--- src/rtl/b91_pkg.sv ---
`timescale 1ns / 1ps
// ----------------------------------------------------------------------------
// b91_pkg
// Shared types and constants of the base91 telemetry frame encoder.
// ----------------------------------------------------------------------------
package b91_pkg;

    localparam int NUM_IN    = 5;
    localparam int TEMP_W    = 12;
    localparam int SCALED_W  = 14;
    localparam int DIGIT_W   = 7;
    localparam int SEQ_W     = 13;
    localparam int CNT_W     = 3;

    localparam int IN_TDATA_W  = ((NUM_IN * TEMP_W + 7) / 8) * 8;
    localparam int OUT_TDATA_W = ((DIGIT_W + 7) / 8) * 8;

    localparam int QUEUE_DEPTH = 2;

    localparam logic signed [TEMP_W:0]   TEMP_OFFSET = 13'sd880;
    localparam logic signed [TEMP_W-1:0] TEMP_HIGH   = 12'sd2000;
    localparam logic [4:0]               SCALE_MUL   = 5'd23;
    localparam int                       SCALE_SHIFT = 3;
    localparam logic [SCALED_W-1:0]      SCALE_MAX   = 14'd8280;

    localparam logic [SCALED_W-1:0] RADIX       = 14'd91;
    localparam logic [SCALED_W-1:0] RECIP       = 14'd11523;
    localparam int                  RECIP_SHIFT = 20;

    localparam logic [DIGIT_W-1:0] DIGIT_BASE = 7'd33;
    localparam logic [DIGIT_W-1:0] DELIM      = 7'd124;

    typedef struct packed {
        logic [DIGIT_W-1:0] hi;
        logic [DIGIT_W-1:0] lo;
    } t_pair;

endpackage

--- src/rtl/b91_queue.sv ---
`timescale 1ns / 1ps
// ----------------------------------------------------------------------------
// b91_queue
// Small register queue between the frame front end and the byte serialiser.
// ----------------------------------------------------------------------------
module b91_queue #(
    parameter int WIDTH = 8,
    parameter int DEPTH = 2
) (
    input  logic             i_clk,
    input  logic             i_rst_n,
    input  logic             i_push,
    input  logic [WIDTH-1:0] i_data,
    input  logic             i_pop,
    output logic [WIDTH-1:0] o_data,
    output logic             o_full,
    output logic             o_empty
);
    localparam int AW = (DEPTH > 1) ? $clog2(DEPTH) : 1;
    localparam int CW = $clog2(DEPTH + 1);

    logic [WIDTH-1:0] r_mem [DEPTH];
    logic [AW-1:0]    r_wr;
    logic [AW-1:0]    r_rd;
    logic [CW-1:0]    r_count;
    logic [AW-1:0]    n_wr;
    logic [AW-1:0]    n_rd;

    assign o_full  = (r_count == CW'(DEPTH));
    assign o_empty = (r_count == '0);
    assign o_data  = r_mem[r_rd];

    always_comb begin
        n_wr = (r_wr == AW'(DEPTH - 1)) ? '0 : r_wr + AW'(1);
        n_rd = (r_rd == AW'(DEPTH - 1)) ? '0 : r_rd + AW'(1);
    end

    always_ff @(posedge i_clk) begin
        if (!i_rst_n) begin
            r_wr    <= '0;
            r_rd    <= '0;
            r_count <= '0;
        end else begin
            if (i_push) begin
                r_wr <= n_wr;
            end
            if (i_pop) begin
                r_rd <= n_rd;
            end
            if (i_push && !i_pop) begin
                r_count <= r_count + CW'(1);
            end else if (!i_push && i_pop) begin
                r_count <= r_count - CW'(1);
            end
        end
    end

    always_ff @(posedge i_clk) begin
        if (i_push) begin
            r_mem[r_wr] <= i_data;
        end
    end

endmodule

--- src/rtl/b91_front.sv ---
`timescale 1ns / 1ps
// ----------------------------------------------------------------------------
// b91_front
// Accepts frames, scales the samples and splits every value into base91 digits.
// ----------------------------------------------------------------------------
module b91_front #(
    parameter int MAX_CHANNELS = 5
) (
    input  logic                                           i_clk,
    input  logic                                           i_rst_n,
    input  logic                                           i_cfg_we,
    input  logic [b91_pkg::CNT_W-1:0]                      i_cfg_wdata,
    input  logic                                           i_valid,
    output logic                                           o_ready,
    input  logic [b91_pkg::NUM_IN*b91_pkg::TEMP_W-1:0]     i_temps,
    input  logic [b91_pkg::NUM_IN-1:0]                     i_sample_ok,
    output logic                                           o_push,
    input  logic                                           i_full,
    output b91_pkg::t_pair [MAX_CHANNELS:0]                o_pairs,
    output logic [b91_pkg::CNT_W-1:0]                      o_count
);
    import b91_pkg::*;

    localparam int LANES = MAX_CHANNELS + 1;

    logic [CNT_W-1:0]    r_cfg_count;
    logic [SEQ_W-1:0]    r_seq;

    logic                r_a_valid;
    logic [CNT_W-1:0]    r_a_count;
    logic [SCALED_W-1:0] r_a_val [LANES];

    logic                r_b_valid;
    logic [CNT_W-1:0]    r_b_count;
    logic [SCALED_W-1:0] r_b_val [LANES];
    logic [DIGIT_W-1:0]  r_b_q   [LANES];

    logic                en_a;
    logic                en_b;
    logic                accept;
    logic [CNT_W-1:0]    n_count;
    logic [SCALED_W-1:0] n_a_val [LANES];
    logic [DIGIT_W-1:0]  n_b_q   [LANES];

    function automatic logic [SCALED_W-1:0] scale_temp(input logic signed [TEMP_W-1:0] t);
        logic signed [TEMP_W:0]  off;
        logic [SCALED_W+2:0]     prod;
        off  = {t[TEMP_W-1], t} + TEMP_OFFSET;
        prod = (SCALED_W+3)'(off[TEMP_W-1:0]) * (SCALED_W+3)'(SCALE_MUL);
        if (off <= 13'sd0) begin
            return '0;
        end else if (t >= TEMP_HIGH) begin
            return SCALE_MAX;
        end
        return prod[SCALED_W+SCALE_SHIFT-1:SCALE_SHIFT];
    endfunction

    assign en_b    = !r_b_valid || !i_full;
    assign en_a    = !r_a_valid || en_b;
    assign o_ready = en_a;
    assign accept  = i_valid && en_a;
    assign o_push  = r_b_valid && !i_full;
    assign o_count = r_b_count;

    assign n_count = (r_cfg_count > CNT_W'(MAX_CHANNELS)) ? CNT_W'(MAX_CHANNELS) : r_cfg_count;

    always_comb begin
        n_a_val[0] = SCALED_W'(r_seq);
        for (int k = 1; k < LANES; k++) begin
            n_a_val[k] = i_sample_ok[k-1]
                       ? scale_temp(i_temps[(k-1)*TEMP_W +: TEMP_W]) : '0;
        end
    end

    // reciprocal multiply, exact for values up to the scale maximum
    always_comb begin
        logic [2*SCALED_W-1:0] prod;
        for (int k = 0; k < LANES; k++) begin
            prod     = (2*SCALED_W)'(r_a_val[k]) * (2*SCALED_W)'(RECIP);
            n_b_q[k] = prod[RECIP_SHIFT+DIGIT_W-1:RECIP_SHIFT];
        end
    end

    always_comb begin
        for (int k = 0; k < LANES; k++) begin
            o_pairs[k].hi = r_b_q[k];
            o_pairs[k].lo = DIGIT_W'(r_b_val[k] - SCALED_W'(r_b_q[k]) * RADIX);
        end
    end

    always_ff @(posedge i_clk) begin
        if (!i_rst_n) begin
            r_cfg_count <= '0;
            r_seq       <= '0;
            r_a_valid   <= 1'b0;
            r_b_valid   <= 1'b0;
        end else begin
            if (i_cfg_we) begin
                r_cfg_count <= i_cfg_wdata;
            end
            if (accept) begin
                r_seq <= r_seq + SEQ_W'(1);
            end
            if (en_a) begin
                r_a_valid <= i_valid;
            end
            if (en_b) begin
                r_b_valid <= r_a_valid;
            end
        end
    end

    always_ff @(posedge i_clk) begin
        if (accept) begin
            r_a_count <= n_count;
            r_a_val   <= n_a_val;
        end
        if (en_b && r_a_valid) begin
            r_b_count <= r_a_count;
            r_b_val   <= r_a_val;
            r_b_q     <= n_b_q;
        end
    end

endmodule

--- src/rtl/b91_back.sv ---
`timescale 1ns / 1ps
// ----------------------------------------------------------------------------
// b91_back
// Serialises a queued frame to delimiter and digit bytes, one per ready cycle.
// ----------------------------------------------------------------------------
module b91_back #(
    parameter int MAX_CHANNELS = 5
) (
    input  logic                                   i_clk,
    input  logic                                   i_rst_n,
    input  logic                                   i_empty,
    output logic                                   o_pop,
    input  b91_pkg::t_pair [MAX_CHANNELS:0]        i_pairs,
    input  logic [b91_pkg::CNT_W-1:0]              i_count,
    output logic                                   o_tvalid,
    input  logic                                   i_tready,
    output logic [b91_pkg::OUT_TDATA_W-1:0]        o_tdata,
    output logic                                   o_tlast
);
    import b91_pkg::*;

    localparam int LANES = MAX_CHANNELS + 1;
    localparam int CW    = $clog2(2 * MAX_CHANNELS + 4);
    localparam int PW    = $clog2(LANES);

    logic                    r_cur_valid;
    logic [CW-1:0]           r_idx;
    t_pair [MAX_CHANNELS:0]  r_pairs;
    logic [CNT_W-1:0]        r_count;
    logic                    r_o_valid;
    logic [DIGIT_W-1:0]      r_o_byte;
    logic                    r_o_last;

    logic                    emit;
    logic                    is_last;
    logic [CW-1:0]           last_idx;
    logic [CW-1:0]           idx_m1;
    logic [PW-1:0]           pidx;
    t_pair                   sel;
    logic [DIGIT_W-1:0]      n_byte;

    assign emit     = r_cur_valid && (!r_o_valid || i_tready);
    assign last_idx = CW'({r_count, 1'b0}) + CW'(3);
    assign is_last  = (r_idx == last_idx);
    assign o_pop    = !i_empty && (!r_cur_valid || (emit && is_last));
    assign idx_m1   = r_idx - CW'(1);
    assign pidx     = PW'(idx_m1 >> 1);

    always_comb begin
        sel = '0;
        for (int k = 0; k < LANES; k++) begin
            if (pidx == PW'(k)) begin
                sel = r_pairs[k];
            end
        end
    end

    always_comb begin
        if (r_idx == '0 || is_last) begin
            n_byte = DELIM;
        end else begin
            n_byte = (idx_m1[0] ? sel.lo : sel.hi) + DIGIT_BASE;
        end
    end

    assign o_tvalid = r_o_valid;
    assign o_tdata  = OUT_TDATA_W'(r_o_byte);
    assign o_tlast  = r_o_last;

    always_ff @(posedge i_clk) begin
        if (!i_rst_n) begin
            r_cur_valid <= 1'b0;
            r_idx       <= '0;
            r_o_valid   <= 1'b0;
        end else begin
            if (o_pop) begin
                r_cur_valid <= 1'b1;
                r_idx       <= '0;
            end else if (emit) begin
                if (is_last) begin
                    r_cur_valid <= 1'b0;
                end else begin
                    r_idx <= r_idx + CW'(1);
                end
            end
            if (emit) begin
                r_o_valid <= 1'b1;
            end else if (i_tready) begin
                r_o_valid <= 1'b0;
            end
        end
    end

    always_ff @(posedge i_clk) begin
        if (o_pop) begin
            r_pairs <= i_pairs;
            r_count <= i_count;
        end
        if (emit) begin
            r_o_byte <= n_byte;
            r_o_last <= is_last;
        end
    end

endmodule

--- src/rtl/base91_telemetry_frame_encoder.sv ---
`timescale 1ns / 1ps
// ----------------------------------------------------------------------------
// base91_telemetry_frame_encoder
// Encodes telemetry frames of temperature samples into base91 text bytes.
// ----------------------------------------------------------------------------
//  channel   dir  contents
//  s_axis    in   one frame request: five samples in tdata, sample valid bits in tuser
//  m_axis    out  one frame byte in tdata, tlast on the closing delimiter
//  cfg       in   channel count register, i_cfg_we / i_cfg_wdata
//
//  a frame leaves as 4 + 2 * channel_count bytes, one byte per cycle from the
//  serialiser output register while m_axis_tready is high; the front end scales
//  and digit-splits in two stages and hands frames over a two-entry queue to the
//  serialiser frame register, so it takes frames while the serialiser is busy until
//  the queue fills; reset clears the sequence number, channel count and all valid flags
// ----------------------------------------------------------------------------
module base91_telemetry_frame_encoder #(
    parameter int MAX_CHANNELS = 5
) (
    input  logic                               i_clk,
    input  logic                               i_rst_n,
    input  logic                               i_cfg_we,
    input  logic [b91_pkg::CNT_W-1:0]          i_cfg_wdata,
    input  logic                               s_axis_tvalid,
    output logic                               s_axis_tready,
    // temp_ch0 [11:0], temp_ch1 [23:12], temp_ch2 [35:24], temp_ch3 [47:36],
    // temp_ch4 [59:48], zero padding above
    input  logic [b91_pkg::IN_TDATA_W-1:0]     s_axis_tdata,
    // valid_ch0 [0], valid_ch1 [1], valid_ch2 [2], valid_ch3 [3], valid_ch4 [4]
    input  logic [b91_pkg::NUM_IN-1:0]         s_axis_tuser,
    output logic                               m_axis_tvalid,
    input  logic                               m_axis_tready,
    // out_byte [6:0], zero padding above
    output logic [b91_pkg::OUT_TDATA_W-1:0]    m_axis_tdata,
    output logic                               m_axis_tlast
);
    import b91_pkg::*;

    localparam int ENTRY_W = $bits(t_pair) * (MAX_CHANNELS + 1) + CNT_W;

    t_pair [MAX_CHANNELS:0] f_pairs;
    t_pair [MAX_CHANNELS:0] q_pairs;
    logic [CNT_W-1:0]       f_count;
    logic [CNT_W-1:0]       q_count;
    logic                   push;
    logic                   pop;
    logic                   full;
    logic                   empty;
    logic [ENTRY_W-1:0]     q_in;
    logic [ENTRY_W-1:0]     q_out;

    assign q_in               = {f_count, f_pairs};
    assign {q_count, q_pairs} = q_out;

    b91_front #(
        .MAX_CHANNELS (MAX_CHANNELS)
    ) u_front (
        .i_clk        (i_clk),
        .i_rst_n      (i_rst_n),
        .i_cfg_we     (i_cfg_we),
        .i_cfg_wdata  (i_cfg_wdata),
        .i_valid      (s_axis_tvalid),
        .o_ready      (s_axis_tready),
        .i_temps      (s_axis_tdata[NUM_IN*TEMP_W-1:0]),
        .i_sample_ok  (s_axis_tuser),
        .o_push       (push),
        .i_full       (full),
        .o_pairs      (f_pairs),
        .o_count      (f_count)
    );

    b91_queue #(
        .WIDTH (ENTRY_W),
        .DEPTH (QUEUE_DEPTH)
    ) u_queue (
        .i_clk   (i_clk),
        .i_rst_n (i_rst_n),
        .i_push  (push),
        .i_data  (q_in),
        .i_pop   (pop),
        .o_data  (q_out),
        .o_full  (full),
        .o_empty (empty)
    );

    b91_back #(
        .MAX_CHANNELS (MAX_CHANNELS)
    ) u_back (
        .i_clk    (i_clk),
        .i_rst_n  (i_rst_n),
        .i_empty  (empty),
        .o_pop    (pop),
        .i_pairs  (q_pairs),
        .i_count  (q_count),
        .o_tvalid (m_axis_tvalid),
        .i_tready (m_axis_tready),
        .o_tdata  (m_axis_tdata),
        .o_tlast  (m_axis_tlast)
    );

    a_last_is_delim: assert property (@(posedge i_clk) disable iff (!i_rst_n)
        m_axis_tvalid && m_axis_tlast |-> m_axis_tdata[DIGIT_W-1:0] == DELIM)
        else $error("closing byte is not a delimiter");

    a_byte_range: assert property (@(posedge i_clk) disable iff (!i_rst_n)
        m_axis_tvalid |-> m_axis_tdata[DIGIT_W-1:0] >= DIGIT_BASE
                       && m_axis_tdata[DIGIT_W-1:0] <= DELIM)
        else $error("frame byte outside the character range");

    a_reset_quiet: assert property (@(posedge i_clk)
        !i_rst_n |=> !m_axis_tvalid)
        else $error("output valid after reset");

    a_no_push_full: assert property (@(posedge i_clk) disable iff (!i_rst_n)
        push |-> !full)
        else $error("queue written while full");

endmodule
--- config.mk ---
export PLATFORM = sky130hd
export DESIGN_NAME = base91_telemetry_frame_encoder
export DESIGN_NICKNAME = d
export VERILOG_FILES = /design/src/rtl/b91_pkg.sv /design/src/rtl/b91_queue.sv /design/src/rtl/b91_front.sv /design/src/rtl/b91_back.sv /design/src/rtl/base91_telemetry_frame_encoder.sv
export SDC_FILE = /design/constraint.sdc
export NUM_CORES = 2
export LEC_CHECK = 0
export BUFFER_PORTS_ARGS = -buffer_cell sky130_fd_sc_hd__buf_2
export CAP_MARGIN = 40
export CORE_MARGIN = 2
export CORE_UTILIZATION = 50
export DETAILED_ROUTE_END_ITERATION = 7
export GPL_ROUTABILITY_DRIVEN = 1
export PLACE_DENSITY = 0.7
export SKIP_CTS_REPAIR_TIMING = 1
export SLEW_MARGIN = 10
export SYNTH_ARGS = -nofsm -noshare
export SYNTH_HDL_FRONTEND = slang
export SYNTH_SLANG_ARGS = --single-unit
--- constraint.sdc ---
create_clock -name i_clk -period 9 [get_ports i_clk]
set_input_delay 0.9 -clock i_clk [delete_from_list [all_inputs] [get_ports i_clk]]
set_output_delay 0.9 -clock i_clk [all_outputs]
set_load 0.02 [all_outputs]
==> results.rst <==
.. list-table::
   :header-rows: 1

   * - Metric
     - Value
   * - Layout net count
     - 5110
   * - Required time at the endpoint of the critical path
     - 9420 ps
   * - Number of antenna-violating nets in the routed design
     - 0
   * - Number of antenna violations at the first check in global routing
     - 0
   * - Most common flop cell mapped by yosys
     - edfxtp_1
   * - Outcome
     - completed
   * - Total vias in the final route
     - 25571
   * - Post-synthesis register bit count
     - 470
   * - Count of final setup violators
     - 0
   * - Mean instance size in the synthesized netlist
     - 11.4 µm²
   * - Placement row count
     - 107
   * - Unrepaired setup endpoints after global routing
     - no
   * - Post-synthesis to final-layout area growth
     - 8.47%
   * - Avg WL per Cell
     - 14.2 µm
   * - Fraction of synthesis flops using an asynchronous set or reset pin
     - 0
   * - Vertical die dimension
     - 296 µm
   * - Critical path fanouts, max
     - 5
   * - Clk pin slew, worst setup/hold paths
     - 60 ps
   * - Post-synth net total
     - 4988
   * - Highest clock frequency the design can meet
     - 0.192 GHz
   * - Most frequent cells in the layout
     - ha_1 (861), inv_1 (830), edfxtp_1 (442), fa_1 (305), xnor2_1 (187)
   * - Clock network latency to the later pin of the worst-skew pair
     - 610 ps
   * - Transition at the pin with the smallest max-transition slack
     - 838 ps
   * - Pin count of the biggest net entering global routing
     - 63
   * - Setup_tns
     - 0 ps
   * - Count of TritonRoute iterations in the first routing pass
     - 5
   * - TritonCTS clock tree
     - yes
   * - DRC Markers
     - 0
   * - Post-detailed-placement half-perimeter wirelength
     - 58400 µm
   * - Final worst path period need
     - 5200 ps
   * - Leading area contributor after synthesis
     - edfxtp_1
   * - Area enclosed by the die boundary
     - 87800 µm²
   * - Global-route wire length before repair
     - 123000 µm
   * - Fraction of synthesized cell area taken by the top area cell type
     - 0.311
   * - Synthesized instance count
     - 3745
   * - Wirelength, routed
     - 71600 µm
   * - Maximum clock skew at final layout
     - 23.6 ps
   * - Max-Slew Margin vs Limit
     - 0.441
   * - Warning count from the yosys run
     - 0
   * - Number of ports placed on the die boundary
     - 88
   * - Number of enable flip-flop cells after synthesis
     - 442
   * - IO Port Bufs
     - 82
   * - Starting density of the core
     - 0.503
   * - Hold Path Class
     - register to register
   * - Commonest non-fill, non-tap cell in the layout
     - ha_1
   * - Final hold violation count
     - 0
   * - Clk Tree Root Cell
     - clkbuf_16
   * - Final number of max-transition violations
     - 0
   * - Final Wtd Congestion
     - 0.864
   * - Core Footprint
     - 84900 µm²
   * - Inserted Clock Buffers
     - 50
   * - Vias per cell
     - 5.07
   * - Final period util
     - 0.577
   * - Capturing element type of the critical path
     - register
   * - Initial DRC Count
     - 1173
   * - Post-Syn Area
     - 42700 µm²
   * - Longest Clk Path Bufs
     - 3
   * - Clock sink count
     - 470
   * - GR Overflow Total
     - 0
   * - Share of layout cells above drive strength 1
     - 0.0817
   * - Number of max-capacitance violations reported
     - 0
   * - Number of distinct standard cells referenced by the synthesized netlist
     - 79
   * - Crit path launch type
     - register
   * - Vias in the first global route
     - 26184
   * - All-layer global routing usage
     - 0.171
   * - Critical path data arrival time
     - 5620 ps
   * - Die W
     - 296 µm
   * - Share of the yosys chip area belonging to registers
     - 0.324
   * - Antenna Cells
     - 0
   * - Cell types with the largest area share after synthesis
     - edfxtp_1 (31%), ha_1 (25%), fa_1 (14%)
   * - Worst Setup Path Type
     - register to register
   * - # H-tree levels
     - 2
-- synth_stat cells (33+ instances only) --
master	n
nand2_1	85
ha_1	861
edfxtp_1	442
nand3_1	33
inv_1	831
o21a_1	43
a21oi_1	123
fa_1	305
xnor2_1	187
nor2_1	128
mux2_2	100
xor2_1	77
o21ai_0	80
-- final cells by class --
type / instances / area (µm²)
timing repair buffer: 98 / 551
fill: 7251 / 38500
inverter: 832 / 3120
clock buffer: 66 / 1430
tap: 1144 / 1430
sequential: 470 / 13800
clock inverter: 23 / 325
multi-input combinational: 2415 / 25600
-- per-stage QoR --
| stage | utilization | hold slack (ps) | cells | area (µm²) | setup slack (ps) |
|---|---|---|---|---|---|
| finish | 0.546 | 421 | 5048 | 46300 | 3800 |
| detailed placement | 0.525 | 407 | 4959 | 44600 | 3740 |
| global placement | 0.525 | 408 | 4956 | 44500 | 3800 |
| global route | 0.546 | 432 | 5048 | 46300 | 3450 |
| floorplan | - | 400 | 3745 | 42700 | 3970 |
| CTS | 0.546 | 422 | 5048 | 46300 | 3750 |
-- routing by layer --
| layer | up-vias | track usage | part of all wire |
|---|---|---|---|
| met1 | 12307 | 0.229 | 0.47 |
| met5 | - | 0 | 0 |
| li1 | 12940 | - | - |
| met4 | 0 | 0.0360 | 0.016 |
| met2 | 252 | 0.300 | 0.48 |
| met3 | 72 | 0.0184 | 0.031 |
-- final timing paths --
path                   startpoint                   to  slack (ps)  cells after the start
max reg2reg   u_front.r_a_val[30]  u_front.o_pairs[54]        3800                     19
min          u_front.r_a_count[1]   u_front.o_count[1]         420                      0
min reg2reg  u_front.r_a_count[1]   u_front.o_count[1]         420                      0
max           u_front.r_a_val[30]  u_front.o_pairs[54]        3800                     19
-- flip-flops by register name, summed over array words and instances (netlist names), 4 cells and up --
signal / flops
u_front.r_seq: 13
u_front.r_b_val: 42
u_back.r_idx: 4
u_front.o_pairs: 42
u_back.r_pairs: 84
u_queue.r_mem: 174
u_front.r_a_val: 83
u_back.r_o_byte: 7
-- critical path, stage by stage (launching register included) --
cell and delay (ps):
edfxtp_1 500, ha_1 360, ha_1 280, inv_1 50, fa_1 480, fa_1 500
inv_1 40, ha_1 260, inv_1 40, fa_1 480, inv_1 40, ha_1 300
o2111a_1 220, o2111ai_1 120, o21ai_0 230, o21ai_1 170, a21o_1 280, a211oi_1 360
o21ai_0 130, a211oi_1 200
-- logic make-up (layout without fill, tap and decap cells) --
family,after synthesis,count (layout),share of synthesized area
other,1,1,0.0000878
AND/OR/NAND/NOR,432,432,0.0502
XOR/XNOR,264,264,0.0541
buffers and inverters,860,1019,0.0764
AO/OA/AOI/OAI,432,432,0.0662
flip-flops,470,470,0.324
multiplexers,120,120,0.0340
adder cells (fa/ha/maj),1166,1166,0.395
Power is left out: the tool's default activity adds up to more than one toggle a clock period on the data nets, which glitch-free logic cannot reach.
